<file path="src/hdl/ats_pkg.sv">
package ats_pkg;

  // number format and series limits
  localparam int MAX_TERMS  = 32;
  localparam int FRAC_BITS  = 29;
  localparam int RECIP_BITS = 32;

  localparam int X_W     = 32;                      // input argument width
  localparam int SUM_W   = 64;                      // power, term and sum width
  localparam int HALF_W  = 32;                      // multiplier a-operand slice
  localparam int X2_W    = 2 * X_W - FRAC_BITS - 1; // x squared never exceeds 2^(62-frac)
  localparam int MUL_B_W = (X2_W > RECIP_BITS) ? X2_W : RECIP_BITS;
  localparam int PP_W    = HALF_W + MUL_B_W;
  localparam int ACC_W   = SUM_W + MUL_B_W;
  localparam int K_W     = $clog2(MAX_TERMS);
  localparam int CNT_W   = $clog2(MAX_TERMS + 1);
  localparam int TC_W    = 6;                       // term_count register width

  localparam logic [63:0] RECIP_ONE = 64'h1_0000_0000;

  // round(2^32 / (2k+1)), half up; the first term bypasses the table
  localparam logic [RECIP_BITS-1:0] RECIP_TAB [MAX_TERMS] = '{
    '0,
    32'((RECIP_ONE + 64'd1)  / 64'd3),  32'((RECIP_ONE + 64'd2)  / 64'd5),
    32'((RECIP_ONE + 64'd3)  / 64'd7),  32'((RECIP_ONE + 64'd4)  / 64'd9),
    32'((RECIP_ONE + 64'd5)  / 64'd11), 32'((RECIP_ONE + 64'd6)  / 64'd13),
    32'((RECIP_ONE + 64'd7)  / 64'd15), 32'((RECIP_ONE + 64'd8)  / 64'd17),
    32'((RECIP_ONE + 64'd9)  / 64'd19), 32'((RECIP_ONE + 64'd10) / 64'd21),
    32'((RECIP_ONE + 64'd11) / 64'd23), 32'((RECIP_ONE + 64'd12) / 64'd25),
    32'((RECIP_ONE + 64'd13) / 64'd27), 32'((RECIP_ONE + 64'd14) / 64'd29),
    32'((RECIP_ONE + 64'd15) / 64'd31), 32'((RECIP_ONE + 64'd16) / 64'd33),
    32'((RECIP_ONE + 64'd17) / 64'd35), 32'((RECIP_ONE + 64'd18) / 64'd37),
    32'((RECIP_ONE + 64'd19) / 64'd39), 32'((RECIP_ONE + 64'd20) / 64'd41),
    32'((RECIP_ONE + 64'd21) / 64'd43), 32'((RECIP_ONE + 64'd22) / 64'd45),
    32'((RECIP_ONE + 64'd23) / 64'd47), 32'((RECIP_ONE + 64'd24) / 64'd49),
    32'((RECIP_ONE + 64'd25) / 64'd51), 32'((RECIP_ONE + 64'd26) / 64'd53),
    32'((RECIP_ONE + 64'd27) / 64'd55), 32'((RECIP_ONE + 64'd28) / 64'd57),
    32'((RECIP_ONE + 64'd29) / 64'd59), 32'((RECIP_ONE + 64'd30) / 64'd61),
    32'((RECIP_ONE + 64'd31) / 64'd63)
  };

  typedef enum logic [3:0] {
    ST_IDLE,
    ST_SQ_LO,
    ST_SQ_WB,
    ST_TERM0,
    ST_SUM,
    ST_POW_LO,
    ST_POW_HI,
    ST_POW_WB,
    ST_REC_LO,
    ST_REC_HI,
    ST_REC_WB,
    ST_FIN
  } step_e;

  typedef enum logic {A_LO, A_HI} a_half_e;
  typedef enum logic [1:0] {B_SELF, B_X2, B_RECIP} mul_b_e;
  typedef enum logic [1:0] {ACC_HOLD, ACC_LOAD, ACC_ADD} acc_e;
  typedef enum logic [2:0] {WB_NONE, WB_X2, WB_POWER, WB_TERM, WB_COPY} wb_e;
  typedef enum logic [2:0] {
    COND_ALWAYS,
    COND_IN_VALID,
    COND_NO_TERMS,
    COND_LAST_TERM,
    COND_OUT_FREE
  } cond_e;

  typedef struct packed {
    a_half_e a_half;
    mul_b_e  b_sel;
    acc_e    acc_op;
    wb_e     wb;
    logic    sum_en;
    logic    load_in;
    logic    out_load;
    cond_e   cond;
    step_e   jump;
    step_e   next;
  } ctrl_t;

  typedef struct packed {
    logic in_valid;
    logic zero_terms;
    logic last_term;
    logic out_free;
  } status_t;

  function automatic ctrl_t cw(a_half_e ah, mul_b_e bs, acc_e ac, wb_e wb, logic se,
                               logic li, logic ol, cond_e c, step_e j, step_e n);
    ctrl_t w;
    w.a_half   = ah;
    w.b_sel    = bs;
    w.acc_op   = ac;
    w.wb       = wb;
    w.sum_en   = se;
    w.load_in  = li;
    w.out_load = ol;
    w.cond     = c;
    w.jump     = j;
    w.next     = n;
    return w;
  endfunction

  // microprogram: jump taken when the condition holds, else next
  function automatic ctrl_t ucode(step_e s);
    ctrl_t w;
    unique case (s)
      ST_IDLE:   w = cw(A_LO, B_SELF,  ACC_HOLD, WB_NONE,  1'b0, 1'b1, 1'b0,
                        COND_IN_VALID,  ST_SQ_LO,  ST_IDLE);
      ST_SQ_LO:  w = cw(A_LO, B_SELF,  ACC_LOAD, WB_NONE,  1'b0, 1'b0, 1'b0,
                        COND_ALWAYS,    ST_SQ_WB,  ST_SQ_WB);
      ST_SQ_WB:  w = cw(A_LO, B_SELF,  ACC_HOLD, WB_X2,    1'b0, 1'b0, 1'b0,
                        COND_NO_TERMS,  ST_FIN,    ST_TERM0);
      ST_TERM0:  w = cw(A_LO, B_SELF,  ACC_HOLD, WB_COPY,  1'b0, 1'b0, 1'b0,
                        COND_ALWAYS,    ST_SUM,    ST_SUM);
      ST_SUM:    w = cw(A_LO, B_SELF,  ACC_HOLD, WB_NONE,  1'b1, 1'b0, 1'b0,
                        COND_LAST_TERM, ST_FIN,    ST_POW_LO);
      ST_POW_LO: w = cw(A_LO, B_X2,    ACC_LOAD, WB_NONE,  1'b0, 1'b0, 1'b0,
                        COND_ALWAYS,    ST_POW_HI, ST_POW_HI);
      ST_POW_HI: w = cw(A_HI, B_X2,    ACC_ADD,  WB_NONE,  1'b0, 1'b0, 1'b0,
                        COND_ALWAYS,    ST_POW_WB, ST_POW_WB);
      ST_POW_WB: w = cw(A_LO, B_SELF,  ACC_HOLD, WB_POWER, 1'b0, 1'b0, 1'b0,
                        COND_ALWAYS,    ST_REC_LO, ST_REC_LO);
      ST_REC_LO: w = cw(A_LO, B_RECIP, ACC_LOAD, WB_NONE,  1'b0, 1'b0, 1'b0,
                        COND_ALWAYS,    ST_REC_HI, ST_REC_HI);
      ST_REC_HI: w = cw(A_HI, B_RECIP, ACC_ADD,  WB_NONE,  1'b0, 1'b0, 1'b0,
                        COND_ALWAYS,    ST_REC_WB, ST_REC_WB);
      ST_REC_WB: w = cw(A_LO, B_SELF,  ACC_HOLD, WB_TERM,  1'b0, 1'b0, 1'b0,
                        COND_ALWAYS,    ST_SUM,    ST_SUM);
      ST_FIN:    w = cw(A_LO, B_SELF,  ACC_HOLD, WB_NONE,  1'b0, 1'b0, 1'b1,
                        COND_OUT_FREE,  ST_IDLE,   ST_FIN);
      default:   w = cw(A_LO, B_SELF,  ACC_HOLD, WB_NONE,  1'b0, 1'b0, 1'b0,
                        COND_ALWAYS,    ST_IDLE,   ST_IDLE);
    endcase
    return w;
  endfunction

endpackage

</file>
<file path="src/hdl/ats_if.sv">
interface ats_in_if;
  logic                            valid;
  logic                            ready;
  logic signed [ats_pkg::X_W-1:0]  x_value;

  modport source (output valid, output x_value, input ready);
  modport sink (input valid, input x_value, output ready);
endinterface

interface ats_out_if;
  logic                             valid;
  logic                             ready;
  logic signed [ats_pkg::SUM_W-1:0] series_sum;
  logic                             overflow;

  modport source (output valid, output series_sum, output overflow, input ready);
  modport sink (input valid, input series_sum, input overflow, output ready);
endinterface

interface ats_cfg_if;
  logic                        valid;
  logic                        ready;
  logic [ats_pkg::TC_W-1:0]    term_count;

  modport source (output valid, output term_count, input ready);
  modport sink (input valid, input term_count, output ready);
endinterface

</file>
<file path="src/hdl/ats_sequencer.sv">
module ats_sequencer (
  input  logic             clk_i,
  input  logic             rst_ni,
  input  ats_pkg::status_t status_i,
  output ats_pkg::ctrl_t   ctrl_o
);
  import ats_pkg::*;

  step_e step_q, step_d;
  logic  cond_met;

  always_ff @(posedge clk_i or negedge rst_ni) begin
    if (!rst_ni) begin
      step_q <= ST_IDLE;
    end else begin
      step_q <= step_d;
    end
  end

  always_comb begin
    ctrl_o = ucode(step_q);
    unique case (ctrl_o.cond)
      COND_ALWAYS:    cond_met = 1'b1;
      COND_IN_VALID:  cond_met = status_i.in_valid;
      COND_NO_TERMS:  cond_met = status_i.zero_terms;
      COND_LAST_TERM: cond_met = status_i.last_term;
      COND_OUT_FREE:  cond_met = status_i.out_free;
      default:        cond_met = 1'b1;
    endcase
    step_d = cond_met ? ctrl_o.jump : ctrl_o.next;
  end

endmodule

</file>
<file path="src/hdl/ats_datapath.sv">
module ats_datapath (
  input  logic                            clk_i,
  input  logic                            rst_ni,
  input  ats_pkg::ctrl_t                  ctrl_i,
  input  logic                            in_accept_i,
  input  logic signed [ats_pkg::X_W-1:0]  x_value_i,
  input  logic [ats_pkg::TC_W-1:0]        term_count_i,
  output logic                            zero_terms_o,
  output logic                            last_term_o,
  output logic [ats_pkg::SUM_W-1:0]       series_sum_o,
  output logic                            overflow_o
);
  import ats_pkg::*;

  localparam int RW = ACC_W + 1;

  logic             xneg_q, xneg_d;
  logic [SUM_W-1:0] pmag_q, pmag_d;
  logic [X2_W-1:0]  x2_q, x2_d;
  logic [SUM_W-1:0] tmag_q, tmag_d;
  logic [SUM_W-1:0] sum_q, sum_d;
  logic             ovf_q, ovf_d;
  logic [K_W-1:0]   k_q, k_d;
  logic [CNT_W-1:0] n_q, n_d;
  logic [ACC_W-1:0] acc_q, acc_d;

  logic [X_W-1:0]     xmag;
  logic [HALF_W-1:0]  mul_a;
  logic [MUL_B_W-1:0] mul_b;
  logic [PP_W-1:0]    pp;
  logic               use_rec;
  logic [RW-1:0]      rnd;
  logic [RW-1:0]      res_wide;
  logic [SUM_W-1:0]   plim;
  logic               too_big;
  logic [SUM_W-1:0]   res_sat;
  logic               tneg;
  logic [SUM_W-1:0]   tbits;
  logic [SUM_W-1:0]   add_s;
  logic               add_ovf;

  always_ff @(posedge clk_i or negedge rst_ni) begin
    if (!rst_ni) begin
      k_q   <= '0;
      n_q   <= '0;
      ovf_q <= 1'b0;
    end else begin
      k_q   <= k_d;
      n_q   <= n_d;
      ovf_q <= ovf_d;
    end
  end

  always_ff @(posedge clk_i) begin
    xneg_q <= xneg_d;
    pmag_q <= pmag_d;
    x2_q   <= x2_d;
    tmag_q <= tmag_d;
    sum_q  <= sum_d;
    acc_q  <= acc_d;
  end

  // shared 32 x b multiplier, a taken one half at a time
  always_comb begin
    mul_a = (ctrl_i.a_half == A_HI) ? pmag_q[SUM_W-1:HALF_W] : pmag_q[HALF_W-1:0];
    unique case (ctrl_i.b_sel)
      B_SELF:  mul_b = MUL_B_W'(pmag_q[HALF_W-1:0]);
      B_X2:    mul_b = MUL_B_W'(x2_q);
      B_RECIP: mul_b = MUL_B_W'(RECIP_TAB[k_q]);
      default: mul_b = '0;
    endcase
    pp = PP_W'(mul_a) * PP_W'(mul_b);
  end

  always_comb begin
    unique case (ctrl_i.acc_op)
      ACC_LOAD: acc_d = ACC_W'(pp);
      ACC_ADD:  acc_d = acc_q + {pp, {HALF_W{1'b0}}};
      default:  acc_d = acc_q;
    endcase
  end

  // round half up, shift, saturate to the power limit
  always_comb begin
    use_rec  = (ctrl_i.wb == WB_TERM);
    rnd      = {1'b0, acc_q} + (use_rec ? (RW'(1) << (RECIP_BITS - 1))
                                        : (RW'(1) << (FRAC_BITS - 1)));
    res_wide = use_rec ? (rnd >> RECIP_BITS) : (rnd >> FRAC_BITS);
    plim     = {xneg_q, {(SUM_W - 1){~xneg_q}}};
    too_big  = (|res_wide[RW-1:SUM_W]) || (res_wide[SUM_W-1:0] > plim);
    res_sat  = too_big ? plim : res_wide[SUM_W-1:0];
  end

  // signed term into the saturating sum
  always_comb begin
    tneg    = xneg_q ^ k_q[0];
    tbits   = tneg ? (SUM_W'(0) - tmag_q) : tmag_q;
    add_s   = sum_q + tbits;
    add_ovf = (sum_q[SUM_W-1] == tbits[SUM_W-1]) && (add_s[SUM_W-1] != sum_q[SUM_W-1]);
  end

  always_comb begin
    xmag   = x_value_i[X_W-1] ? (X_W'(0) - X_W'(x_value_i)) : X_W'(x_value_i);
    xneg_d = xneg_q;
    pmag_d = pmag_q;
    x2_d   = x2_q;
    tmag_d = tmag_q;
    sum_d  = sum_q;
    ovf_d  = ovf_q;
    k_d    = k_q;
    n_d    = n_q;

    if (in_accept_i) begin
      xneg_d = x_value_i[X_W-1];
      pmag_d = SUM_W'(xmag);
      sum_d  = '0;
      ovf_d  = 1'b0;
      k_d    = '0;
      n_d    = (term_count_i > TC_W'(MAX_TERMS)) ? CNT_W'(MAX_TERMS) : CNT_W'(term_count_i);
    end

    unique case (ctrl_i.wb)
      WB_X2: begin
        x2_d  = res_sat[X2_W-1:0];
        ovf_d = ovf_d | too_big;
      end
      WB_POWER: begin
        pmag_d = res_sat;
        ovf_d  = ovf_d | too_big;
      end
      WB_TERM: begin
        tmag_d = res_sat;
        ovf_d  = ovf_d | too_big;
      end
      WB_COPY: begin
        tmag_d = pmag_q;
      end
      default: begin
      end
    endcase

    if (ctrl_i.sum_en) begin
      sum_d = add_ovf ? {sum_q[SUM_W-1], {(SUM_W - 1){~sum_q[SUM_W-1]}}} : add_s;
      ovf_d = ovf_d | add_ovf;
      k_d   = k_q + K_W'(1);
    end
  end

  assign zero_terms_o = (n_q == '0);
  assign last_term_o  = ((CNT_W'(k_q) + CNT_W'(1)) == n_q);
  assign series_sum_o = sum_q;
  assign overflow_o   = ovf_q;

endmodule

</file>
<file path="src/hdl/arctan_taylor_series.sv">
// arctangent taylor series: for each signed q2.29 word x the block returns the partial sum
// x - x^3/3 + x^5/5 - ... over term_count terms (register, reset 15, values above 32 count
// as 32, zero gives a zero sum) as a signed q34.29 word with an overflow flag that is set
// whenever the power or the sum saturated. a microprogram in a small rom steps one shared
// 32 x 34 multiplier: each odd power is the previous one times x squared and each term is
// the power times a reciprocal from a constant table, both taken as two half products and
// then rounded and saturated. from acceptance to the result register a word passes through
// the squaring of x and the copy of the first term, then seven microsteps per term, set by
// the two two-step multiplications, their write-backs and the sum update.
// one word is in work at a time; the next word is taken in the idle microstep right after
// the result has moved to the output register, even while that result still waits for the
// sink.
module arctan_taylor_series (
  input  logic      clk_i,
  input  logic      rst_ni,
  ats_in_if.sink    in_i,
  ats_out_if.source out_o,
  ats_cfg_if.sink   cfg_i
);
  import ats_pkg::*;

  ctrl_t   ctrl;
  status_t status;
  logic    in_accept;
  logic    out_free;
  logic    zero_terms;
  logic    last_term;

  logic [TC_W-1:0]  term_count_q, term_count_d;
  logic             out_valid_q, out_valid_d;
  logic [SUM_W-1:0] series_sum_q, series_sum_d;
  logic             overflow_q, overflow_d;
  logic [SUM_W-1:0] dp_sum;
  logic             dp_ovf;

  // configuration: always ready; the user must write it only while idle, the block does not enforce it
  assign cfg_i.ready  = 1'b1;
  assign term_count_d = cfg_i.valid ? cfg_i.term_count : term_count_q;

  // input word taken only in the idle microstep
  assign in_i.ready = ctrl.load_in;
  assign in_accept  = in_i.valid & ctrl.load_in;

  // output register frees up in the cycle its word is taken
  assign out_free = ~out_valid_q | out_o.ready;

  assign status = '{
    in_valid:   in_i.valid,
    zero_terms: zero_terms,
    last_term:  last_term,
    out_free:   out_free
  };

  ats_sequencer u_seq (
    .clk_i    (clk_i),
    .rst_ni   (rst_ni),
    .status_i (status),
    .ctrl_o   (ctrl)
  );

  ats_datapath u_dp (
    .clk_i        (clk_i),
    .rst_ni       (rst_ni),
    .ctrl_i       (ctrl),
    .in_accept_i  (in_accept),
    .x_value_i    (in_i.x_value),
    .term_count_i (term_count_q),
    .zero_terms_o (zero_terms),
    .last_term_o  (last_term),
    .series_sum_o (dp_sum),
    .overflow_o   (dp_ovf)
  );

  // result register, loaded by the final microstep
  always_comb begin
    out_valid_d  = out_valid_q & ~out_o.ready;
    series_sum_d = series_sum_q;
    overflow_d   = overflow_q;
    if (ctrl.out_load && out_free) begin
      out_valid_d  = 1'b1;
      series_sum_d = dp_sum;
      overflow_d   = dp_ovf;
    end
  end

  always_ff @(posedge clk_i or negedge rst_ni) begin
    if (!rst_ni) begin
      term_count_q <= TC_W'(15);
      out_valid_q  <= 1'b0;
    end else begin
      term_count_q <= term_count_d;
      out_valid_q  <= out_valid_d;
    end
  end

  // payload needs no reset
  always_ff @(posedge clk_i) begin
    series_sum_q <= series_sum_d;
    overflow_q   <= overflow_d;
  end

  assign out_o.valid      = out_valid_q;
  assign out_o.series_sum = series_sum_q;
  assign out_o.overflow   = overflow_q;

endmodule

</file>
<file path="src/flat_wrapper.sv">
// flat-port wrapper written by rule: the top's interface ports become plain ports
module arctan_taylor_series_flat import ats_pkg::*;
  (clk_i, rst_ni, in_i_valid, in_i_x_value, in_i_ready, out_o_valid, out_o_series_sum, out_o_overflow, out_o_ready, cfg_i_valid, cfg_i_term_count, cfg_i_ready);
  ats_in_if in_i_i ();
  ats_out_if out_o_i ();
  ats_cfg_if cfg_i_i ();
  input  logic clk_i;
  input  logic rst_ni;
  input wire logic [$bits(in_i_i.valid)-1:0] in_i_valid;
  input wire logic [$bits(in_i_i.x_value)-1:0] in_i_x_value;
  output wire logic [$bits(in_i_i.ready)-1:0] in_i_ready;
  output wire logic [$bits(out_o_i.valid)-1:0] out_o_valid;
  output wire logic [$bits(out_o_i.series_sum)-1:0] out_o_series_sum;
  output wire logic [$bits(out_o_i.overflow)-1:0] out_o_overflow;
  input wire logic [$bits(out_o_i.ready)-1:0] out_o_ready;
  input wire logic [$bits(cfg_i_i.valid)-1:0] cfg_i_valid;
  input wire logic [$bits(cfg_i_i.term_count)-1:0] cfg_i_term_count;
  output wire logic [$bits(cfg_i_i.ready)-1:0] cfg_i_ready;
  assign in_i_i.valid = in_i_valid;
  assign in_i_i.x_value = in_i_x_value;
  assign in_i_ready = in_i_i.ready;
  assign out_o_valid = out_o_i.valid;
  assign out_o_series_sum = out_o_i.series_sum;
  assign out_o_overflow = out_o_i.overflow;
  assign out_o_i.ready = out_o_ready;
  assign cfg_i_i.valid = cfg_i_valid;
  assign cfg_i_i.term_count = cfg_i_term_count;
  assign cfg_i_ready = cfg_i_i.ready;
  arctan_taylor_series u_core (.clk_i(clk_i), .rst_ni(rst_ni), .in_i(in_i_i), .out_o(out_o_i), .cfg_i(cfg_i_i));
endmodule
</file>
<file path="config.mk">
export PLATFORM = sky130hd
export DESIGN_NAME = arctan_taylor_series_flat
export DESIGN_NICKNAME = d
export VERILOG_FILES = /design/src/hdl/ats_pkg.sv /design/src/hdl/ats_if.sv /design/src/hdl/ats_sequencer.sv /design/src/hdl/ats_datapath.sv /design/src/hdl/arctan_taylor_series.sv /design/src/flat_wrapper.sv
export SDC_FILE = /design/constraint.sdc
export NUM_CORES = 2
export LEC_CHECK = 0
export BUFFER_PORTS_ARGS = -buffer_cell sky130_fd_sc_hd__buf_2
export CORE_ASPECT_RATIO = 1.5
export CORE_MARGIN = 4
export CORE_UTILIZATION = 25
export DETAILED_ROUTE_END_ITERATION = 10
export GPL_TIMING_DRIVEN = 0
export SYNTH_ARGS = -nofsm -noshare
export SYNTH_HDL_FRONTEND = slang
export SYNTH_SLANG_ARGS = --single-unit
export TNS_END_PERCENT = 20
</file>
<file path="constraint.sdc">
create_clock -name clk_i -period 16.3 [get_ports clk_i]
set_clock_uncertainty 0.05 [all_clocks]
set_input_delay 1.63 -clock clk_i [delete_from_list [all_inputs] [get_ports clk_i]]
set_output_delay 1.63 -clock clk_i [all_outputs]
set_load 0.01 [all_outputs]
</file>
=== After elaboration in Yosys (flattened, before gate mapping) ===
Memories as Yosys holds them, arrays and structs flattened.
Cells that the tools add are included.

* Reduce and logical (&&, ||, !) cells: 12
* Muxes and demuxes: 25
* Multipliers: 1
* Add/sub/neg operators: 7
* Equal/unequal tests: 16
* Bitwise logic cells: 11
* Magnitude comparators: 3

{| class="wikitable"
|+ Operators by type and width
! cell !! number
|-
| $mux 64 || 7
|-
| $pmux 98 s2 || 1
|-
| $mux 32 || 5
|-
| $pmux 64 s2 || 1
|-
| $pmux 34 s3 || 1
|-
| $add 98x32->99 || 1
|-
| $add 98x98->98 || 1
|-
| $mux 70 || 1
|-
| $mul 32x34->66 || 1
|-
| $add 64x64->64 || 1
|-
| $gt 64x64->1 || 1
|-
| $sub 1x64->64 const A || 1
|-
| $reduce_or 35->1 || 1
|-
| $sub 1x32->32 const A || 1
|-
| $eq 3x2->1 const B || 4
|-
| $mux 5 || 2
|-
| $reduce_bool 2->1 || 4
|-
| $add 5x1->6 const B || 1
|-
| $eq 3x1->1 const B || 2
|-
| $eq 3x3->1 const B || 2
|-
| $eq 6x6->1 || 1
|-
| $ge 6x6->1 const B || 1
|-
| $gt 6x6->1 const B || 1
|-
| $logic_not 6->1 || 1
|-
| 20 further kinds || 32
|}

* Register bits after elaboration: 413
* Memory bits (read-only): 1,376
* Memories kept: 2
* Input port bits: 43

{| class="wikitable"
|+ Memory list
! name !! depth !! bits a word !! rd ports !! clocked after memory_dff !! write ports !! line !! source
|-
| (no name shown) || 32 || 32 || 1 || 0 || 0 || ats_datapath.sv:69 || <nowiki>B_RECIP: mul_b = MUL_B_W'(RECIP_TAB[k_q]);</nowiki>
|-
| (no name shown) || 16 || 22 || 1 || 0 || 0 || ats_pkg.sv:108 || <nowiki>unique case (s)</nowiki>
|}

=== Logic depth before layout (Yosys ltp) ===
An unclocked memory read counts as a cell.

* Word-level depth: 11
* Mapped depth: 52
* Depth with buffers taken out: 46

=== Cells and area by module ===
A second synthesis with hierarchy kept.

* Cells, all modules: 7,112
* Area, all modules: 64,712.1 um^2

{| class="wikitable"
|+ By module, submodules not included
! module !! instances !! cells each !! area each (um^2) !! sequential area each (um^2)
|-
| ats_datapath || 1 || 6,957 || 61,888.1 || 9,218.8
|-
| arctan_taylor_series || 1 || 85 || 2,269.7 || 2,132.0
|-
| ats_sequencer || 1 || 70 || 554.3 || 100.1
|}

=== Worst setup path after synthesis ===
OpenSTA, ideal clock, no wires.

* Path type: flip-flop to flip-flop
* From: register u_core.u_dp.k_q[0]
* To: register u_core.u_dp.acc_q[94] (data pin)
* Path buffers: 5
* Path slack: 4.504 ns
* Cell stages (with the launch flop): 49
* Arrival: 11.480 ns
* Cells stage by stage: dfrtp_1 > clkbuf_1 > clkbuf_1 > inv_1 > ha_1 > inv_1 > nand2_1 > mux4_2 > and2_1 > a221o_1 > clkbuf_1 > clkbuf_1 > nand2_1 > fa_1 > inv_1 > fa_1 > inv_1 > fa_1 > [... 13 more ...] > a21oi_1 > o41ai_1 > a211o_1 > a21o_1 > xor2_1 > ha_1 > and3_1 > clkbuf_1 > and2_1 > a221oi_1 > o21ai_0 > a211o_1 > a21oi_1 > o311a_1 > o31ai_1 > a221oi_1 > xor2_1 > nor2_1

* Cells in the longest elaborated chain, start to end: 8

{| class="wikitable"
|+ Ends and longest elaborated chain
! what !! line !! source
|-
| start: declaration || ats_datapath.sv:23 || <nowiki>logic [K_W-1:0] k_q, k_d;</nowiki>
|-
| start signal: assignment || ats_datapath.sv:48 || <nowiki>k_q <= k_d;</nowiki>
|-
| $not 5->6 (not written as such) || ats_datapath.sv:69 ||
|-
| $mem_v2 32x32 || n/a ||
|-
| $mux 32 (not written as such) (2 in series) || ats_datapath.sv:69 ||
|-
| $pmux 34 s3 || ats_datapath.sv:66 || <nowiki>unique case (ctrl_i.b_sel)</nowiki>
|-
| $mul 32x34->66 || ats_datapath.sv:72 || <nowiki>pp = PP_W'(mul_a) * PP_W'(mul_b);</nowiki>
|-
| $add 98x98->98 || ats_datapath.sv:78 || <nowiki>ACC_ADD: acc_d = acc_q + {pp, {HALF_W{1'b0}}};</nowiki>
|-
| $pmux 98 s2 || ats_datapath.sv:76 || <nowiki>unique case (ctrl_i.acc_op)</nowiki>
|-
| end signal: assignment || ats_datapath.sv:60 || <nowiki>acc_q <= acc_d;</nowiki>
|-
| end: declaration || ats_datapath.sv:25 || <nowiki>logic [ACC_W-1:0] acc_q, acc_d;</nowiki>
|}

No other way between the ends. The select of a mux whose other input is x is not followed.
A chain may end at the register's enable or synchronous reset.

=== Final worst setup path ===
Same ends and word-level chain as after synthesis.

==> report_table.html <==
<table>
<tr><th>Metric</th><th>Value</th></tr>
<tr><th colspan="2">Route</th></tr>
<tr><td>First-pass detailed-route iteration total</td><td>6</td></tr>
<tr><td>Remaining routing DRC violations</td><td>0</td></tr>
<tr><td>Vias/cell</td><td>approximately 5</td></tr>
<tr><td>Post-route ant nets</td><td>0</td></tr>
<tr><td>Starting DRC count in detailed routing</td><td>roughly 5k</td></tr>
<tr><td>Detail-routed net length per standard cell</td><td>roughly 26 um</td></tr>
<tr><td>Wire length after detailed routing</td><td>279 mm</td></tr>
<tr><td>DR vias</td><td>54.8k</td></tr>
<tr><th colspan="2">STA</th></tr>
<tr><td>Hold Worst Slack</td><td>417 ps</td></tr>
<tr><td>Slew at the pin with the worst max-slew slack</td><td>about 1600 ps</td></tr>
<tr><td>Shortest clock period the worst path allows after layout</td><td>about 16000 ps</td></tr>
<tr><td>Final worst path period share</td><td>97.9%</td></tr>
<tr><td>Number of setup violations in the final report</td><td>0</td></tr>
<tr><td>Normalized max-slew margin</td><td>-8.32%</td></tr>
<tr><td>Achievable clock frequency</td><td>62.7 MHz</td></tr>
<tr><td>Setup repair after global routing missed its margin</td><td>false</td></tr>
<tr><td>Number of hold violations in the final report</td><td>0</td></tr>
<tr><td>Final setup margin</td><td>about 340 ps</td></tr>
<tr><td>Count of final max-slew check failures</td><td>3</td></tr>
<tr><th colspan="2">Global routing</th></tr>
<tr><td>Wire length of the first global-routing pass</td><td>398 mm</td></tr>
<tr><td>Vias in the first global route</td><td>between 50k and 60k</td></tr>
<tr><td>Overflow after GRT</td><td>0</td></tr>
<tr><td>Antenna violations before repair</td><td>13</td></tr>
<tr><td>Largest net degree at the start of global routing</td><td>67</td></tr>
<tr><td>Total global routing track utilization</td><td>a little over a fifth</td></tr>
<tr><th colspan="2">Logic synthesis</th></tr>
<tr><td>Top cells by area in the synthesized netlist</td><td>fa_1 30%, edfxtp_1 17%, ha_1 9.4%, inv_1 6.5%, nand2_1 5.4%</td></tr>
<tr><td>Number of flops mapped to enable cells by yosys</td><td>around 360</td></tr>
<tr><td>Sequential-to-total area share from yosys stat</td><td>between 10% and 20%</td></tr>
<tr><td>Synthesized-area fraction occupied by adder cells</td><td>approximately two fifths</td></tr>
<tr><td>Cell type with the largest total area after synthesis</td><td>fa_1</td></tr>
<tr><td>Ranking of synthesized cells by instance count</td><td>1100 x inv_1, 958 x fa_1, 913 x nand2_1, 781 x nor2_1, 482 x ha_1</td></tr>
<tr><td>Avg Cell Area, Syn</td><td>roughly 9 sq um</td></tr>
<tr><td>Fraction of synthesized cell area taken by the top area cell type</td><td>around 30%</td></tr>
<tr><td>Post-Synth XOR/XNOR Area</td><td>under 10%</td></tr>
<tr><td>Share of synthesized area spent on multiplexers</td><td>about 2.8%</td></tr>
<tr><td>Synthesized-area fraction occupied by ao, oa, aoi and oai cells</td><td>a little under an eighth</td></tr>
<tr><td>Ys Warns</td><td>0</td></tr>
<tr><td>Leading cell type by number of instances after synthesis</td><td>inv_1</td></tr>
<tr><td>Syn Std Cell Area</td><td>approximately 64000 sq um</td></tr>
<tr><td>Gate count after technology mapping</td><td>7197</td></tr>
<tr><td>Main combinational cell family by area after synthesis</td><td>adder cells</td></tr>
<tr><td>Basic-gate share of the synthesized area counting and, or, nand and nor cells</td><td>about 15%</td></tr>
<tr><td>Dominant synthesized flop cell</td><td>edfxtp_1</td></tr>
<tr><td>Fraction of synthesis flops using an asynchronous set or reset pin</td><td>~6%</td></tr>
<tr><td>Nets in the synthesized netlist</td><td>between 8k and 9k</td></tr>
<tr><td>Synthesized flop and latch total</td><td>just under 400</td></tr>
<tr><td>Distinct cell type count of the synthesized netlist</td><td>89</td></tr>
<tr><th colspan="2">Hold path</th></tr>
<tr><td>Hold Path Class</td><td>flip-flop to flip-flop</td></tr>
<tr><th colspan="2">Critical path</th></tr>
<tr><td>Crit-path slowest cell</td><td>o31ai_1</td></tr>
<tr><td>Path type of the worst setup path</td><td>flip-flop to flip-flop</td></tr>
<tr><td>Capturing element type of the critical path</td><td>flip-flop</td></tr>
<tr><td>Worst path most repeated cell</td><td>fa_1</td></tr>
<tr><td>Category of the worst setup path launch point</td><td>flip-flop</td></tr>
<tr><td>Peak per-stage delay on the critical path</td><td>between 800 and 900 ps</td></tr>
<tr><td>Critical path required time</td><td>16610 ps</td></tr>
<tr><td>Maximum net fanout on the critical path</td><td>10</td></tr>
<tr><td>Worst endpoint data arrival time</td><td>about 16000 ps</td></tr>
<tr><th colspan="2">Clock tree</th></tr>
<tr><td>Total clock buffers created by CTS</td><td>48</td></tr>
<tr><td>Root buffer cell</td><td>clkbuf_16</td></tr>
<tr><td>Register clock-pin slew on the reported worst setup and hold paths</td><td>around 60 ps</td></tr>
<tr><td>Count of hold-fix buffers inserted at cts</td><td>0</td></tr>
<tr><td>Clock latency of the later-clocked register in the worst-skew pair</td><td>about 630 ps</td></tr>
<tr><td>Sink Count</td><td>between 300 and 400</td></tr>
<tr><td>CTS HTree Levels</td><td>2</td></tr>
<tr><td>CTS tree</td><td>built</td></tr>
<tr><td>Number of buffers between clock root and the deepest sink</td><td>3</td></tr>
<tr><th colspan="2">Outcome</th></tr>
<tr><td>Failing checks</td><td>capacitance limit, slew limit</td></tr>
<tr><td>Result of the run</td><td>complete, but fails checks</td></tr>
<tr><th colspan="2">Run</th></tr>
<tr><td>Maximum capacitance violations</td><td>1</td></tr>
<tr><th colspan="2">Place</th></tr>
<tr><td>Quantity of I/O buffers inserted on ports</td><td>around 110</td></tr>
<tr><td>Post-DP HPWL</td><td>230 mm</td></tr>
<tr><td>Setup slack after placement</td><td>401 ps</td></tr>
<tr><td>Final weighted congestion of routability-driven global placement</td><td>1.06</td></tr>
<tr><th colspan="2">Finish</th></tr>
<tr><td>Number of filler instances in the final layout</td><td>about 27k</td></tr>
<tr><td>Proportion of layout cells with a drive suffix above 1</td><td>5.40%</td></tr>
<tr><td>Register area</td><td>roughly 11000 sq um</td></tr>
<tr><td>Area Overhead vs Synth</td><td>11.0%</td></tr>
<tr><td>Number of nets in the layout</td><td>around 8.9k</td></tr>
<tr><td>Multi-input combinational cell area</td><td>approximately 47000 sq um</td></tr>
<tr><th colspan="2">Die</th></tr>
<tr><td>Row cnt</td><td>227</td></tr>
<tr><td>Starting density of the core</td><td>about 25%</td></tr>
<tr><td>Number of top-level pins</td><td>approximately 110</td></tr>
<tr><td>Chip Height</td><td>628 um</td></tr>
<tr><td>Full die area</td><td>264000 sq um</td></tr>
<tr><td>Core Box Area</td><td>255000 sq um</td></tr>
<tr><td>Chip width</td><td>about 420 um</td></tr>
</table>
==> worst paths after layout <==
| path | from | end | slack, ps | depth (start not counted) |
|---|---|---|---|---|
| worst max register to register | u_core.u_dp.k_q[0]$_DFFE_PN0P_ | u_core.u_dp.acc_q[94]$_SDFFCE_PN0P_ | 340 | 43 |
| max in group asynchronous | rst_ni | u_core.u_dp.k_q[0]$_DFFE_PN0P_ | 14840 | 1 |
| worst min register to register | u_core.u_dp.series_sum_o[22]$_SDFFCE_PN0P_ | u_core.out_o.series_sum[22]$_DFFE_PP_ | 420 | 0 |
| min in group asynchronous | rst_ni | u_core.out_o.valid$_DFF_PN0_ | 970 | 1 |
| worst max-delay path | u_core.u_dp.k_q[0]$_DFFE_PN0P_ | u_core.u_dp.acc_q[94]$_SDFFCE_PN0P_ | 340 | 43 |
| worst min-delay path | u_core.u_dp.series_sum_o[22]$_SDFFCE_PN0P_ | u_core.out_o.series_sum[22]$_DFFE_PP_ | 420 | 0 |
==> flip-flops by register name, summed over array words and instances (netlist names) <==
register	flops
u_core.u_dp.xneg_q	1
u_core.out_o.valid	1
u_core.u_dp.n_q	6
u_core.u_seq.step_q	4
u_core.out_o.series_sum	64
u_core.u_dp.k_q	5
u_core.u_dp.pmag_q	64
u_core.u_dp.acc_q	70
u_core.u_dp.tmag_q	64
u_core.u_dp.series_sum_o	64
u_core.u_dp.x2_q	34
u_core.u_dp.overflow_o	1
u_core.out_o.overflow	1
u_core.term_count_q	6
==> metrics by stage <==
| stage | area (sq um) | TNS [ps] | cells | utilization, % |
|---|---|---|---|---|
| 6_report | 71000 | 0 | 10800 | 27.9 |
| 3_3_place_gp | 68700 | -351 | 10600 | 27.0 |
| 3_5_place_dp | 69400 | 0 | 10700 | 27.2 |
| 4_1_cts | 70900 | 0 | 10700 | 27.8 |
| 5_1_grt | 71000 | 0 | 10800 | 27.9 |
| 2_1_floorplan | 64000 | 0 | 7197 | - |
==> metal layers <==
layer	up-vias	global-route usage, %	wire length, um
li1	23800	-	-
met1	27500	21.9	94300
met2	2589	35.3	132000
met3	927	4.65	21600
met4	6	17.9	31400
met5	-	0.366	163
==> critical path, delay by kind of cell, from the launching register on <==
kind            cells  cell delay, ps
compound gates      7            2160
xor+xnor            2             920
fa+ha+maj          11            5430
buf+inv            12            3950
flops               1             470
simple gates       11            2710
==> kinds of logic (layout without fill, tap and decap cells) <==
family / Yosys count / after routing
compound gates: 1191 / 1191
simple gates: 2163 / 2163
flops: 385 / 385
fa+ha+maj: 1440 / 1440
buf+inv: 1503 / 1736
xor+xnor: 348 / 348
other cells: 1 / 15
mux: 166 / 166
==> placed cells by master, fill, tap and decap left out, types with 43 or more instances in the layout <==
cell       count
and2_1        43
a21oi_1      407
inv_1       1098
a21o_1       149
fa_1         958
mux2i_1       87
nor2_1       781
ha_1         482
xnor2_1      205
nand2_1      911
xor2_1       142
o21bai_1      44
buf_2        126
clkbuf_16     49
edfxtp_1     362
nand3_1       65
mux2_2        66
clkbuf_1     345
nand4_1       98
o21ai_0      258
nor3_1        48
==> layout make-up <==
cell class / instances / area share, %
multi-input cells: 5309 / 66.2
flip-flops and latches: 385 / 16.1
well taps: 3320 / 5.85
inverters: 1102 / 5.83
plain buffers: 400 / 2.27
clock buffers: 56 / 1.76
repair buffers: 149 / 1.55
clock inverters: 29 / 0.314
diodes: 14 / 0.0493
==> timing repair <==
action | CTS | global route
endpoints found under the setup margin | 0 | 9
setup buffers | 0 | 0
resized for setup | 0 | 10
hold endpoints to repair | 0 | 0
Power is not shown: default switching activity piles up to over one toggle a cycle in this logic, so the estimate is an artifact.
